## src/pal_pkg.sv

```systemverilog
// Shared constants, opcodes and controller/datapath interface types for the page allocator.
package pal_pkg;

    localparam int MAX_PAGES = 256;
    localparam int IDX_W     = $clog2(MAX_PAGES);
    localparam int CNT_W     = $clog2(MAX_PAGES + 1);
    localparam int OP_W      = 2;
    localparam int SIZE_W    = 32;
    localparam int ADDR_W    = 40;

    localparam logic [SIZE_W-1:0] PAGE_SIZE_RESET = 32'd4096;

    typedef enum logic [OP_W-1:0] {
        OP_ALLOC  = 2'd0,
        OP_FREE   = 2'd1,
        OP_LOCK   = 2'd2,
        OP_UNLOCK = 2'd3
    } op_t;

    // Commands from the controller to the datapath.
    typedef struct packed {
        logic accept;   // latch the item and read the top of the free stack
        logic select;   // pick the page index and register its address
        logic commit;   // update the page state and load the result register
    } ctrl_cmd_t;

    // Status from the datapath to the controller.
    typedef struct packed {
        logic out_room; // the result register can take a new result this cycle
    } dp_status_t;

endpackage

```

## src/pal_ctrl.sv

```systemverilog
// Controller state machine that sequences one request through accept, select and commit.
module pal_ctrl (
    input  logic               clk,
    input  logic               rst_n,
    input  logic               in_valid,
    output logic               in_stall,
    input  pal_pkg::dp_status_t status,
    output pal_pkg::ctrl_cmd_t  cmd
);
    import pal_pkg::*;

    typedef enum logic [2:0] {
        S_IDLE   = 3'b001,
        S_SELECT = 3'b010,
        S_COMMIT = 3'b100
    } state_t;

    state_t state_reg;
    state_t state_next;

    always_comb
    begin
        state_next = state_reg;
        cmd        = '0;
        in_stall   = 1'b1;
        unique case (state_reg)
            S_IDLE:
            begin
                in_stall = 1'b0;
                if (in_valid)
                begin
                    cmd.accept = 1'b1;
                    state_next = S_SELECT;
                end
            end
            S_SELECT:
            begin
                cmd.select = 1'b1;
                state_next = S_COMMIT;
            end
            S_COMMIT:
            begin
                // Hold here until the previous result has left the output register.
                if (status.out_room)
                begin
                    cmd.commit = 1'b1;
                    state_next = S_IDLE;
                end
            end
            default:
            begin
                state_next = S_IDLE;
            end
        endcase
    end

    always_ff @(posedge clk or negedge rst_n)
    begin
        if (!rst_n)
        begin
            state_reg <= S_IDLE;
        end
        else
        begin
            state_reg <= state_next;
        end
    end

endmodule

```

## src/pal_datapath.sv

```systemverilog
// Datapath: page state bits, free stack memory, address multiplier and result register.
module pal_datapath (
    input  logic                         clk,
    input  logic                         rst_n,
    input  pal_pkg::ctrl_cmd_t           cmd,
    output pal_pkg::dp_status_t          status,
    input  logic                         cfg_write_en,
    input  logic [pal_pkg::SIZE_W-1:0]   cfg_write_data,
    input  logic [pal_pkg::OP_W-1:0]     opcode,
    input  logic [pal_pkg::IDX_W-1:0]    page_index,
    input  logic [pal_pkg::ADDR_W-1:0]   unlock_address,
    output logic                         out_valid,
    input  logic                         out_stall,
    output logic                         ok,
    output logic [pal_pkg::IDX_W-1:0]    result_index,
    output logic [pal_pkg::ADDR_W-1:0]   page_address,
    output logic [pal_pkg::CNT_W-1:0]    used_pages
);
    import pal_pkg::*;

    localparam logic [CNT_W-1:0] PAGES_LIMIT = CNT_W'(MAX_PAGES);

    logic [SIZE_W-1:0]    page_size_reg;
    op_t                  op_reg;
    logic [IDX_W-1:0]     idx_reg;
    logic [ADDR_W-1:0]    uaddr_reg;
    logic [IDX_W-1:0]     stack_rd_reg;
    logic [IDX_W-1:0]     sel_idx_reg;
    logic                 alloc_ok_reg;
    logic [ADDR_W-1:0]    prod_reg;

    logic [CNT_W-1:0]     high_water_reg;
    logic [CNT_W-1:0]     free_top_reg;
    logic [CNT_W-1:0]     used_count_reg;
    logic [MAX_PAGES-1:0] mapped_reg;
    logic [MAX_PAGES-1:0] locked_reg;
    logic [IDX_W-1:0]     stack_mem [MAX_PAGES];

    logic                 out_valid_reg;
    logic                 ok_reg;
    logic [IDX_W-1:0]     result_index_reg;
    logic [ADDR_W-1:0]    page_address_reg;
    logic [CNT_W-1:0]     used_pages_reg;

    logic [CNT_W-1:0]     high_water_next;
    logic [CNT_W-1:0]     free_top_next;
    logic [CNT_W-1:0]     used_count_next;
    logic                 ok_next;
    logic [IDX_W-1:0]     result_index_next;
    logic [ADDR_W-1:0]    page_address_next;

    logic                 from_stack;
    logic                 alloc_ok;
    logic [IDX_W-1:0]     alloc_idx;
    logic [IDX_W-1:0]     sel_idx;
    logic [IDX_W-1:0]     top_addr;
    logic                 known;
    logic                 mapped_bit;
    logic                 locked_bit;

    assign top_addr   = IDX_W'(free_top_reg - CNT_W'(1));
    assign from_stack = (free_top_reg != '0);
    assign alloc_ok   = from_stack || (high_water_reg < PAGES_LIMIT);
    assign alloc_idx  = from_stack ? stack_rd_reg : IDX_W'(high_water_reg);
    assign sel_idx    = (op_reg == OP_ALLOC) ? alloc_idx : idx_reg;

    assign known      = ({1'b0, idx_reg} < high_water_reg);
    assign mapped_bit = mapped_reg[idx_reg];
    assign locked_bit = locked_reg[idx_reg];

    assign status.out_room = !out_valid_reg || !out_stall;

    always_comb
    begin
        ok_next           = 1'b0;
        result_index_next = idx_reg;
        page_address_next = '0;
        high_water_next   = high_water_reg;
        free_top_next     = free_top_reg;
        used_count_next   = used_count_reg;
        case (op_reg)
            OP_ALLOC:
            begin
                ok_next           = alloc_ok_reg;
                result_index_next = alloc_ok_reg ? sel_idx_reg : '0;
                if (alloc_ok_reg)
                begin
                    page_address_next = prod_reg;
                    used_count_next   = used_count_reg + CNT_W'(1);
                    if (from_stack)
                    begin
                        free_top_next = free_top_reg - CNT_W'(1);
                    end
                    else
                    begin
                        high_water_next = high_water_reg + CNT_W'(1);
                    end
                end
            end
            OP_FREE:
            begin
                ok_next = known && mapped_bit && !locked_bit && (free_top_reg < PAGES_LIMIT);
                if (ok_next)
                begin
                    free_top_next = free_top_reg + CNT_W'(1);
                    if (used_count_reg != '0)
                    begin
                        used_count_next = used_count_reg - CNT_W'(1);
                    end
                end
            end
            OP_LOCK:
            begin
                ok_next = known && mapped_bit && !locked_bit;
                if (ok_next)
                begin
                    page_address_next = prod_reg;
                end
            end
            default:
            begin
                ok_next = known && mapped_bit && locked_bit && (prod_reg == uaddr_reg);
            end
        endcase
    end

    // Item and working registers.
    always_ff @(posedge clk)
    begin
        if (cmd.accept)
        begin
            op_reg       <= op_t'(opcode);
            idx_reg      <= page_index;
            uaddr_reg    <= unlock_address;
        end
        if (cmd.select)
        begin
            sel_idx_reg  <= sel_idx;
            alloc_ok_reg <= alloc_ok;
            prod_reg     <= ADDR_W'(sel_idx) * ADDR_W'(page_size_reg);
        end
        if (cmd.commit)
        begin
            ok_reg           <= ok_next;
            result_index_reg <= result_index_next;
            page_address_reg <= page_address_next;
            used_pages_reg   <= used_count_next;
        end
    end

    // Free stack memory: registered read of the top entry, write on a successful free.
    always_ff @(posedge clk)
    begin
        if (cmd.accept)
        begin
            stack_rd_reg <= stack_mem[top_addr];
        end
        if (cmd.commit && (op_reg == OP_FREE) && ok_next)
        begin
            stack_mem[IDX_W'(free_top_reg)] <= idx_reg;
        end
    end

    always_ff @(posedge clk or negedge rst_n)
    begin
        if (!rst_n)
        begin
            page_size_reg  <= PAGE_SIZE_RESET;
            high_water_reg <= '0;
            free_top_reg   <= '0;
            used_count_reg <= '0;
            mapped_reg     <= '0;
            locked_reg     <= '0;
            out_valid_reg  <= 1'b0;
        end
        else
        begin
            if (cfg_write_en)
            begin
                page_size_reg <= cfg_write_data;
            end
            if (cmd.commit)
            begin
                high_water_reg <= high_water_next;
                free_top_reg   <= free_top_next;
                used_count_reg <= used_count_next;
                if (ok_next)
                begin
                    case (op_reg)
                        OP_ALLOC:
                        begin
                            mapped_reg[sel_idx_reg] <= 1'b1;
                            locked_reg[sel_idx_reg] <= 1'b0;
                        end
                        OP_FREE:
                        begin
                            mapped_reg[idx_reg] <= 1'b0;
                        end
                        OP_LOCK:
                        begin
                            locked_reg[idx_reg] <= 1'b1;
                        end
                        default:
                        begin
                            locked_reg[idx_reg] <= 1'b0;
                        end
                    endcase
                end
                out_valid_reg <= 1'b1;
            end
            else if (!out_stall)
            begin
                out_valid_reg <= 1'b0;
            end
        end
    end

    assign out_valid    = out_valid_reg;
    assign ok           = ok_reg;
    assign result_index = result_index_reg;
    assign page_address = page_address_reg;
    assign used_pages   = used_pages_reg;

endmodule

```

## src/page_allocator_with_lock_bits_top.sv

```systemverilog
// Top level of the page allocator with per-page lock bits.
//
//   Channel   Direction  Handshake              Contents
//   request   in         in_valid / in_stall    opcode, page_index, unlock_address
//   result    out        out_valid / out_stall  ok, result_index, page_address, used_pages
//   config    in         cfg_write_en           cfg_write_data -> page size register
//
// Each request passes the accept, select and commit steps: accept reads the top of the
// free stack memory, select multiplies the index by the page size, and commit writes the
// state change into the result register; a new item is taken only after the last commits.
// The result register lets the next item enter while a result waits; a stalled
// result holds the commit step until it leaves. Reset clears the page state bits,
// the counters and the result valid flag at once; there is no clearing pass.
module page_allocator_with_lock_bits_top (
    input  logic                         clk,
    input  logic                         rst_n,
    input  logic                         cfg_write_en,
    input  logic [pal_pkg::SIZE_W-1:0]   cfg_write_data,
    input  logic                         in_valid,
    output logic                         in_stall,
    input  logic [pal_pkg::OP_W-1:0]     opcode,
    input  logic [pal_pkg::IDX_W-1:0]    page_index,
    input  logic [pal_pkg::ADDR_W-1:0]   unlock_address,
    output logic                         out_valid,
    input  logic                         out_stall,
    output logic                         ok,
    output logic [pal_pkg::IDX_W-1:0]    result_index,
    output logic [pal_pkg::ADDR_W-1:0]   page_address,
    output logic [pal_pkg::CNT_W-1:0]    used_pages
);
    import pal_pkg::*;

    // The controller only sequences; all storage and arithmetic sit in the datapath.
    ctrl_cmd_t  cmd;
    dp_status_t status;

    pal_ctrl u_ctrl (
        .clk      (clk),
        .rst_n    (rst_n),
        .in_valid (in_valid),
        .in_stall (in_stall),
        .status   (status),
        .cmd      (cmd)
    );

    pal_datapath u_datapath (
        .clk            (clk),
        .rst_n          (rst_n),
        .cmd            (cmd),
        .status         (status),
        .cfg_write_en   (cfg_write_en),
        .cfg_write_data (cfg_write_data),
        .opcode         (opcode),
        .page_index     (page_index),
        .unlock_address (unlock_address),
        .out_valid      (out_valid),
        .out_stall      (out_stall),
        .ok             (ok),
        .result_index   (result_index),
        .page_address   (page_address),
        .used_pages     (used_pages)
    );

endmodule

```

## config.mk

```make
export PLATFORM = sky130hd
export DESIGN_NAME = page_allocator_with_lock_bits_top
export DESIGN_NICKNAME = d
export VERILOG_FILES = /design/src/pal_pkg.sv /design/src/pal_ctrl.sv /design/src/pal_datapath.sv /design/src/page_allocator_with_lock_bits_top.sv
export SDC_FILE = /design/constraint.sdc
export NUM_CORES = 2
export LEC_CHECK = 0
export BUFFER_PORTS_ARGS = -buffer_cell sky130_fd_sc_hd__buf_4
export CORE_ASPECT_RATIO = 0.6
export CORE_UTILIZATION = 45
export CTS_CLUSTER_SIZE = 8
export DETAILED_ROUTE_END_ITERATION = 6
export SLEW_MARGIN = 30
export SYNTH_ARGS = -nofsm -noshare
export SYNTH_HDL_FRONTEND = slang
export SYNTH_HIERARCHICAL = 1
export SYNTH_SLANG_ARGS = --single-unit
export TNS_END_PERCENT = 100
```

## constraint.sdc

```tcl
create_clock -name clk -period 9.14 [get_ports clk]
set_clock_uncertainty 0.05 [all_clocks]
set_input_delay 1.371 -clock clk [delete_from_list [all_inputs] [get_ports clk]]
set_output_delay 1.371 -clock clk [all_outputs]
set_load 0.05 [all_outputs]
```

* Word level (Yosys, flattened, before mapping)
Memory sizes are Yosys's and may differ from the RTL's. A register that Yosys moved wholly into a read port is not among the register bits.
Index checks and enable logic that the tools add are counted.
** Word-level totals
- Bits in writable memories :: 2048
- Flip-flop bits (word level) :: 732
- Bits of input ports :: 87
- Logic and storage cells :: 115
- Memories :: 1
- Output and inout bits :: 60
** Operators by class
- Equal/unequal tests :: 12
- Add/subtract/negate cells :: 5
- Reductions and logical operators :: 23
- Multipliers :: 1
- Bitwise operators :: 9
- Multiplexer cells :: 39
- $lt $le $gt $ge :: 7
** Memories
- u_datapath.stack_mem :: words 256, bits a word 8, rd ports 1, clocked after Yosys merged registers in 1, write ports 1, RTL line pal_datapath.sv:37 : logic [IDX_W-1:0] stack_mem [MAX_PAGES];
** Operators with widths (number)
- $and A256 B256 Y256 :: 3
- $pmux W256 S3 :: 1
- $not A256 Y256 :: 2
- $or A256 B256 Y256 :: 2
- $pmux W256 S2 :: 1
- $mux W40 :: 2
- $pmux W40 S2 :: 1
- $mux W9 :: 6
- $eq A40 B40 Y1 :: 1
- $mul A8 B32 Y40 :: 1
- $pmux W9 S2 :: 2
- $mux W8 :: 4
- $add A9 B1 Y9 const B :: 3
- $lt A8 B9 Y1 const B :: 2
- $lt A9 B9 Y1 const B :: 2
- $reduce_bool A9 Y1 :: 2
- $sub A9 B1 Y9 const B :: 2
- $bmux W1 S8 :: 2
- $demux W1 S8 :: 2
- $ge A8 B1 Y1 const B :: 2
- $mux W1 :: 14
- $logic_and A1 B1 Y1 :: 9
- $lt A8 B9 Y1 :: 1
- $pmux W3 S3 :: 1
- 18 further kinds :: 28

* Longest topological paths before layout
- Depth after elaboration :: 9
- Mapped depth :: 32
- Gate-level depth less buffers :: 27

* Modules after synthesis
Netlist, hierarchy kept.
** Modules (own cells, without submodules)
- pal_datapath :: cells each 7808, seq. area each 80768.7 um2, instances 1, area an instance 123800.0 um2
- pal_ctrl :: cells each 14, seq. area each 76.3 um2, instances 1, area an instance 160.2 um2

* Worst setup path after synthesis
OpenSTA, ideal clock, no wires.
- Kind :: reg2reg
- From :: register u_datapath.idx_reg[1]
- To :: register u_datapath.prod_reg[39] (data pin)
- Setup time :: 260 ps
- Slack :: -897 ps
- Arrival time :: 9727 ps
- Buffers on the path :: 7
- Cell stages (with the launch flop) :: 27
- Period minus slack after synthesis :: 10037 ps
- Required time :: 8830 ps
- Path through :: edfxtp_1 -> buf_2 -> buf_2 -> buf_2 -> buf_2 -> buf_1 -> clkbuf_1 -> nand2_1 -> o21ai_0 -> clkbuf_1 -> nand2_1 -> fa_1 -> inv_1 -> ha_1 -> inv_1 -> fa_1 -> fa_1 -> nor2b_1 -> o21ai_0 -> a21boi_0 -> o21ai_0 -> o21ai_0 -> nand4_1 -> a2111oi_0 -> o311ai_0 -> o21ai_0 -> xnor2_1
** Between the ends
- Word-level cells in the longest chain between the ends :: 2
** RTL lines
- start, declared :: RTL line pal_datapath.sv:25 : logic [IDX_W-1:0] idx_reg;
- start signal, assigned :: RTL line pal_datapath.sv:133 : idx_reg <= page_index;
- $mux W8 :: RTL line pal_datapath.sv:65 : assign sel_idx = (op_reg == OP_ALLOC) ? alloc_idx : idx_reg;
- net u_datapath.sel_idx[1] :: RTL line pal_datapath.sv:55 : logic [IDX_W-1:0] sel_idx;
- $mul A8 B32 Y40 :: RTL line pal_datapath.sv:140 : prod_reg <= ADDR_W'(sel_idx) * ADDR_W'(page_size_reg);
- end signal, assigned :: RTL line pal_datapath.sv:140
- end, declared :: RTL line pal_datapath.sv:30 : logic [ADDR_W-1:0] prod_reg;
The timed path passes the listed nets, and every way through them passes these cells.
A chain may end at the register's enable or synchronous reset.

* Worst setup path after layout
- From :: register u_datapath.idx_reg[0]
- To :: memory u_datapath/stack_mem[191][4] in the netlist's numbering (enable)
** Between the ends
- Word-level cells in the longest chain between the ends :: 9
- Elaborated cells on any way between the ends :: 15
- Classes of those cells :: order compare (1); mux (7); reduce/logical (7)
** RTL lines
- $bmux W1 S8, on equally long branches :: RTL line pal_datapath.sv:68, pal_datapath.sv:69
- $mux W1, on equally long branches :: RTL line pal_datapath.sv:68, pal_datapath.sv:69
- $logic_and A1 B1 Y1 or $logic_not A1 Y1 (tied branches) :: RTL line pal_datapath.sv:102, pal_datapath.sv:114, pal_datapath.sv:122
- $logic_and A1 B1 Y1, on equally long branches :: RTL line pal_datapath.sv:122, pal_datapath.sv:102, pal_datapath.sv:114
- $logic_and A1 B1 Y1, on equally long branches :: RTL line pal_datapath.sv:122, pal_datapath.sv:102
- $pmux W1 S3 * :: RTL line pal_datapath.sv:81 : case (op_reg)
- $logic_and A1 B1 Y1 * :: RTL line pal_datapath.sv:158 : if (cmd.commit && (op_reg == OP_FREE) && ok_next)
- $mux W1 * :: RTL line pal_datapath.sv:158
- $mux W1 (not written as such) * :: RTL line pal_datapath.sv:160 : stack_mem[IDX_W'(free_top_reg)] <= idx_reg;
- end, declared :: RTL line pal_datapath.sv:37
Mark *: on every way between the ends. The rest lies on a longest branch, timed or not. The select of a mux whose other input is x is not followed.

==> metrics list <==
- Status: finished, final reports clean
* Dominant cells by area after synthesis: edfxtp_1 (54%), mux4_2 (14%), dfrtp_1 (12%), fa_1 (2.9%), o21ai_0 (2.6%)
* Accumulated negative setup slack: 0 ns
- Across the run, the number of max-cap violations was 0.
* Detailed-router iteration count before antenna repair: 7
- Top Family by Delay on Critical Path: simple AND/OR/NAND/NOR gates
- The number of gates resized after CTS was 0.
* Quantity of hold-fixing buffers added after cts: 0
- Die height: around 410 um
- The multi-input combinational cells in the finished layout cover a total of just over 40000 um2.
* GPL Wtd Cong: slightly below 1
- Fill cell total of the finished layout: around 22000
- Counting flops with a built-in enable in the synthesized netlist gives between 2000 and 2500.
- Pin count of the biggest net entering global routing: ~190
- Remaining antenna violation count: 0
* Highest Clock Rate: about 130 MHz
* Clock root cell: clkbuf_16
- At the later pin of the worst-skew pair, clock insertion delay measures 0.90 ns.
- Cells along the critical path: buf_12 -> buf_12 -> nor2_1 -> buf_4 -> a211oi_1 -> nand3_1 -> nand4_1 -> nor4_1 -> and4_1 -> mux2i_1 -> a21o_1 -> nand3_2 -> buf_4 -> nor2_1
- Summing all placed instances gives a cell area of between 100000 and 150000 um2.
- CTS tree: done
- For the pin with the worst max-slew slack, the measured transition is ~1.2 ns.
* CTS clk-pin slew, worst paths: approximately 0.05 ns
- Maximum resistive drop on vdd: between 0.0004 and 0.0005 V
- Most instantiated library cell after synthesis: edfxtp_1
* Via count of the first global-routing pass: roughly 74000
* Number of failing setup endpoints in the final timing report: 0
* Total track usage: about 27%
- Summing every instance area after synthesis gives between 100000 and 150000 um2.
- Area leader, netlist: edfxtp_1
- STA classifies the critical path endpoint as a flip-flop.
* Cell count after synthesis: 7822
- # IOs: around 150
- Total die area: approximately 280000 um2
- Sequential cell area: roughly 80000 um2
- Critical path class: flip-flop to flip-flop
* Slowest cell on crit path: nor4_1
- Each instance of the synthesized netlist takes up on average 15.85 um2.
* Layout Area Growth over Synthesis: 13.13%
- Measured along the x axis, the die boundary spans around 680 um.
* Share of the yosys chip area belonging to registers: between 60% and 70%
- The critical path contains buffers and inverters numbering 4 combined.
- NumNets Final: about 8300
* Site row count: between 100 and 150
- The post-route netlist has 21.43% of its cells at a drive strength greater than 1.
* Largest register FFs: between 2000 and 2500
- Number of vias in the routed layout: slightly below 80000
- Final instance count without filler cells: approximately 12000
- Number of distinct library cells after synthesis: 76
- Worst slew margin relative to its limit: a little under a quarter
- The total overflow left after global routing is 0.
- Number of DRC violations after detailed routing: 0
- Subtracting the final worst setup slack from the clock period gives 7.986 ns.
- DR iter-0 viols: 11610
- STA puts the critical path data required time at 9.56 ns.
- For this run, the number of Yosys warnings is 6.
* Startpoint types: flip-flop
- In the finished design, the share of the clock period the worst path needs comes to 87.37%.
- The initial utilization of the core area, before any placement, comes to between 40% and 50%.
- Buffers from clock root to sink, at most: 4
- Number of clock buffers inserted by TritonCTS: between 300 and 400
- Initial antenna violation count: 30
* Total length of routed wires: about 380000 um
- Across all hold checks on the routed design, the worst slack comes to roughly 0.44 ns.
* Standby leakage power: ~48 nW
* Synthesized netlist net count: approximately 8200
* Total count of hold-check failures in the final report: 0
* Register bit total from synthesis: approximately 2800
* Final cell utilization of the core: 51.45%
- In the synthesized netlist the dominant register cell turns out to be edfxtp_1.
- Max-slew violation count: 0
* Portion of synthesized cell area occupied by the leading cell type: 53.61%
- Summing all non-filler instances in the final layout gives an area of 140200 um2.
* Number of I/O port buffers: roughly 150
* Total placed cells including tap cells: between 10000 and 15000
- First-pass GRT wire length: between 500000 and 600000 um
* Core footprint: 272600 um2
- Setup repair after global routing left no endpoint under its margin.
- After detailed routing, the average wire length per cell comes to about 32 um.
- The H-tree generated during clock tree synthesis spans 5 levels.
- Vias per inst: between 6 and 7
- On the worst path, the slowest cell contributes a delay of about 0.80 ns.
- At the worst endpoint, the arrival time is 8.41 ns.
- Proportion of register bits with asynchronous set or reset after synthesis: between 20% and 30%
- CP Max Fanout: 45
* Most instantiated cells after synthesis: edfxtp_1 (2213), mux4_2 (774), o21ai_0 (635)
* Power per cell area: about 330 nW/um2
- Counting every sink on the clock net gives roughly 2800.
- The HPWL after detailed placement is 242700 um.
- Min-delay worst type: flip-flop to flip-flop
- Post-CTS setup repair buffer count: 0
## logic make-up after synthesis
kind of cell             synth area share, %
AO/OA/AOI/OAI                          6.964
XOR/XNOR                              0.7489
adder cells (fa/ha/maj)                3.664
buffers and inverters                  2.466
flip-flops                             65.22
multiplexers                           15.12
AND/OR/NAND/NOR                        5.822
## report_power, final
part	internal (W)	switching, W
clock network	0.00772	0.00526
logic	0.00737	0.0107
registers	0.0150	0.000343
total	0.0300	0.0163
## worst paths after layout
check	start	end	slack [ns]	depth (start not counted)
hold / removal	u_datapath/mapped_reg[163]	u_datapath/mapped_reg[163]	0.44	1
setup / recovery	u_datapath/idx_reg[0]	u_datapath/stack_mem[191][4]	1.15	14
min in group asynchronous	rst_n	u_datapath/locked_reg[160]	0.48	1
hold reg to reg	u_datapath/mapped_reg[163]	u_datapath/mapped_reg[163]	0.44	1
setup reg to reg	u_datapath/idx_reg[0]	u_datapath/stack_mem[191][4]	1.15	14
max in group asynchronous	rst_n	u_datapath/used_count_reg[5]	6.45	3
## layout by cell type, fill, tap and decap left out, types with 89 or more instances in the layout
cell	instances
a21oi_1	256
a31oi_1	247
and2_1	255
buf_4	318
clkbuf_1	101
clkbuf_16	394
dfrtp_1	572
edfxtp_1	2213
fa_1	180
inv_1	192
mux2i_1	89
mux4_2	774
nand2_1	470
nand3_1	228
nor2_1	333
o21ai_0	623
## stage by stage
stage               total power [W]  setup WS, ns
global placement            0.03320         1.349
global route                0.04836        0.6361
finish                      0.04630         1.154
floorplan                   0.02763       0.01279
CTS                         0.04637         1.162
detailed placement          0.03332         1.183
## area by class of cell
class / count / area share (%)
Clock inverter: 19 / 0.1749
Clock buffer: 496 / 7.310
Tap cell: 3675 / 3.279
Multi-Input combinational cell: 4263 / 28.89
Inverter: 193 / 0.5166
Antenna cell: 3 / 0.005353
Timing Repair Buffer: 355 / 2.173
Sequential cell: 2788 / 57.65
## per-layer routing
metal	GRT usage, %	vias to the layer above	share of wire [%]
met3	10.80	721	15
met2	34.11	5172	39
met1	42.92	40210	43
met4	6.107	26	2.4
met5	0.8247	-	0.12
li1	-	30680	-
Note: power is estimated with default switching activity, not from simulation.
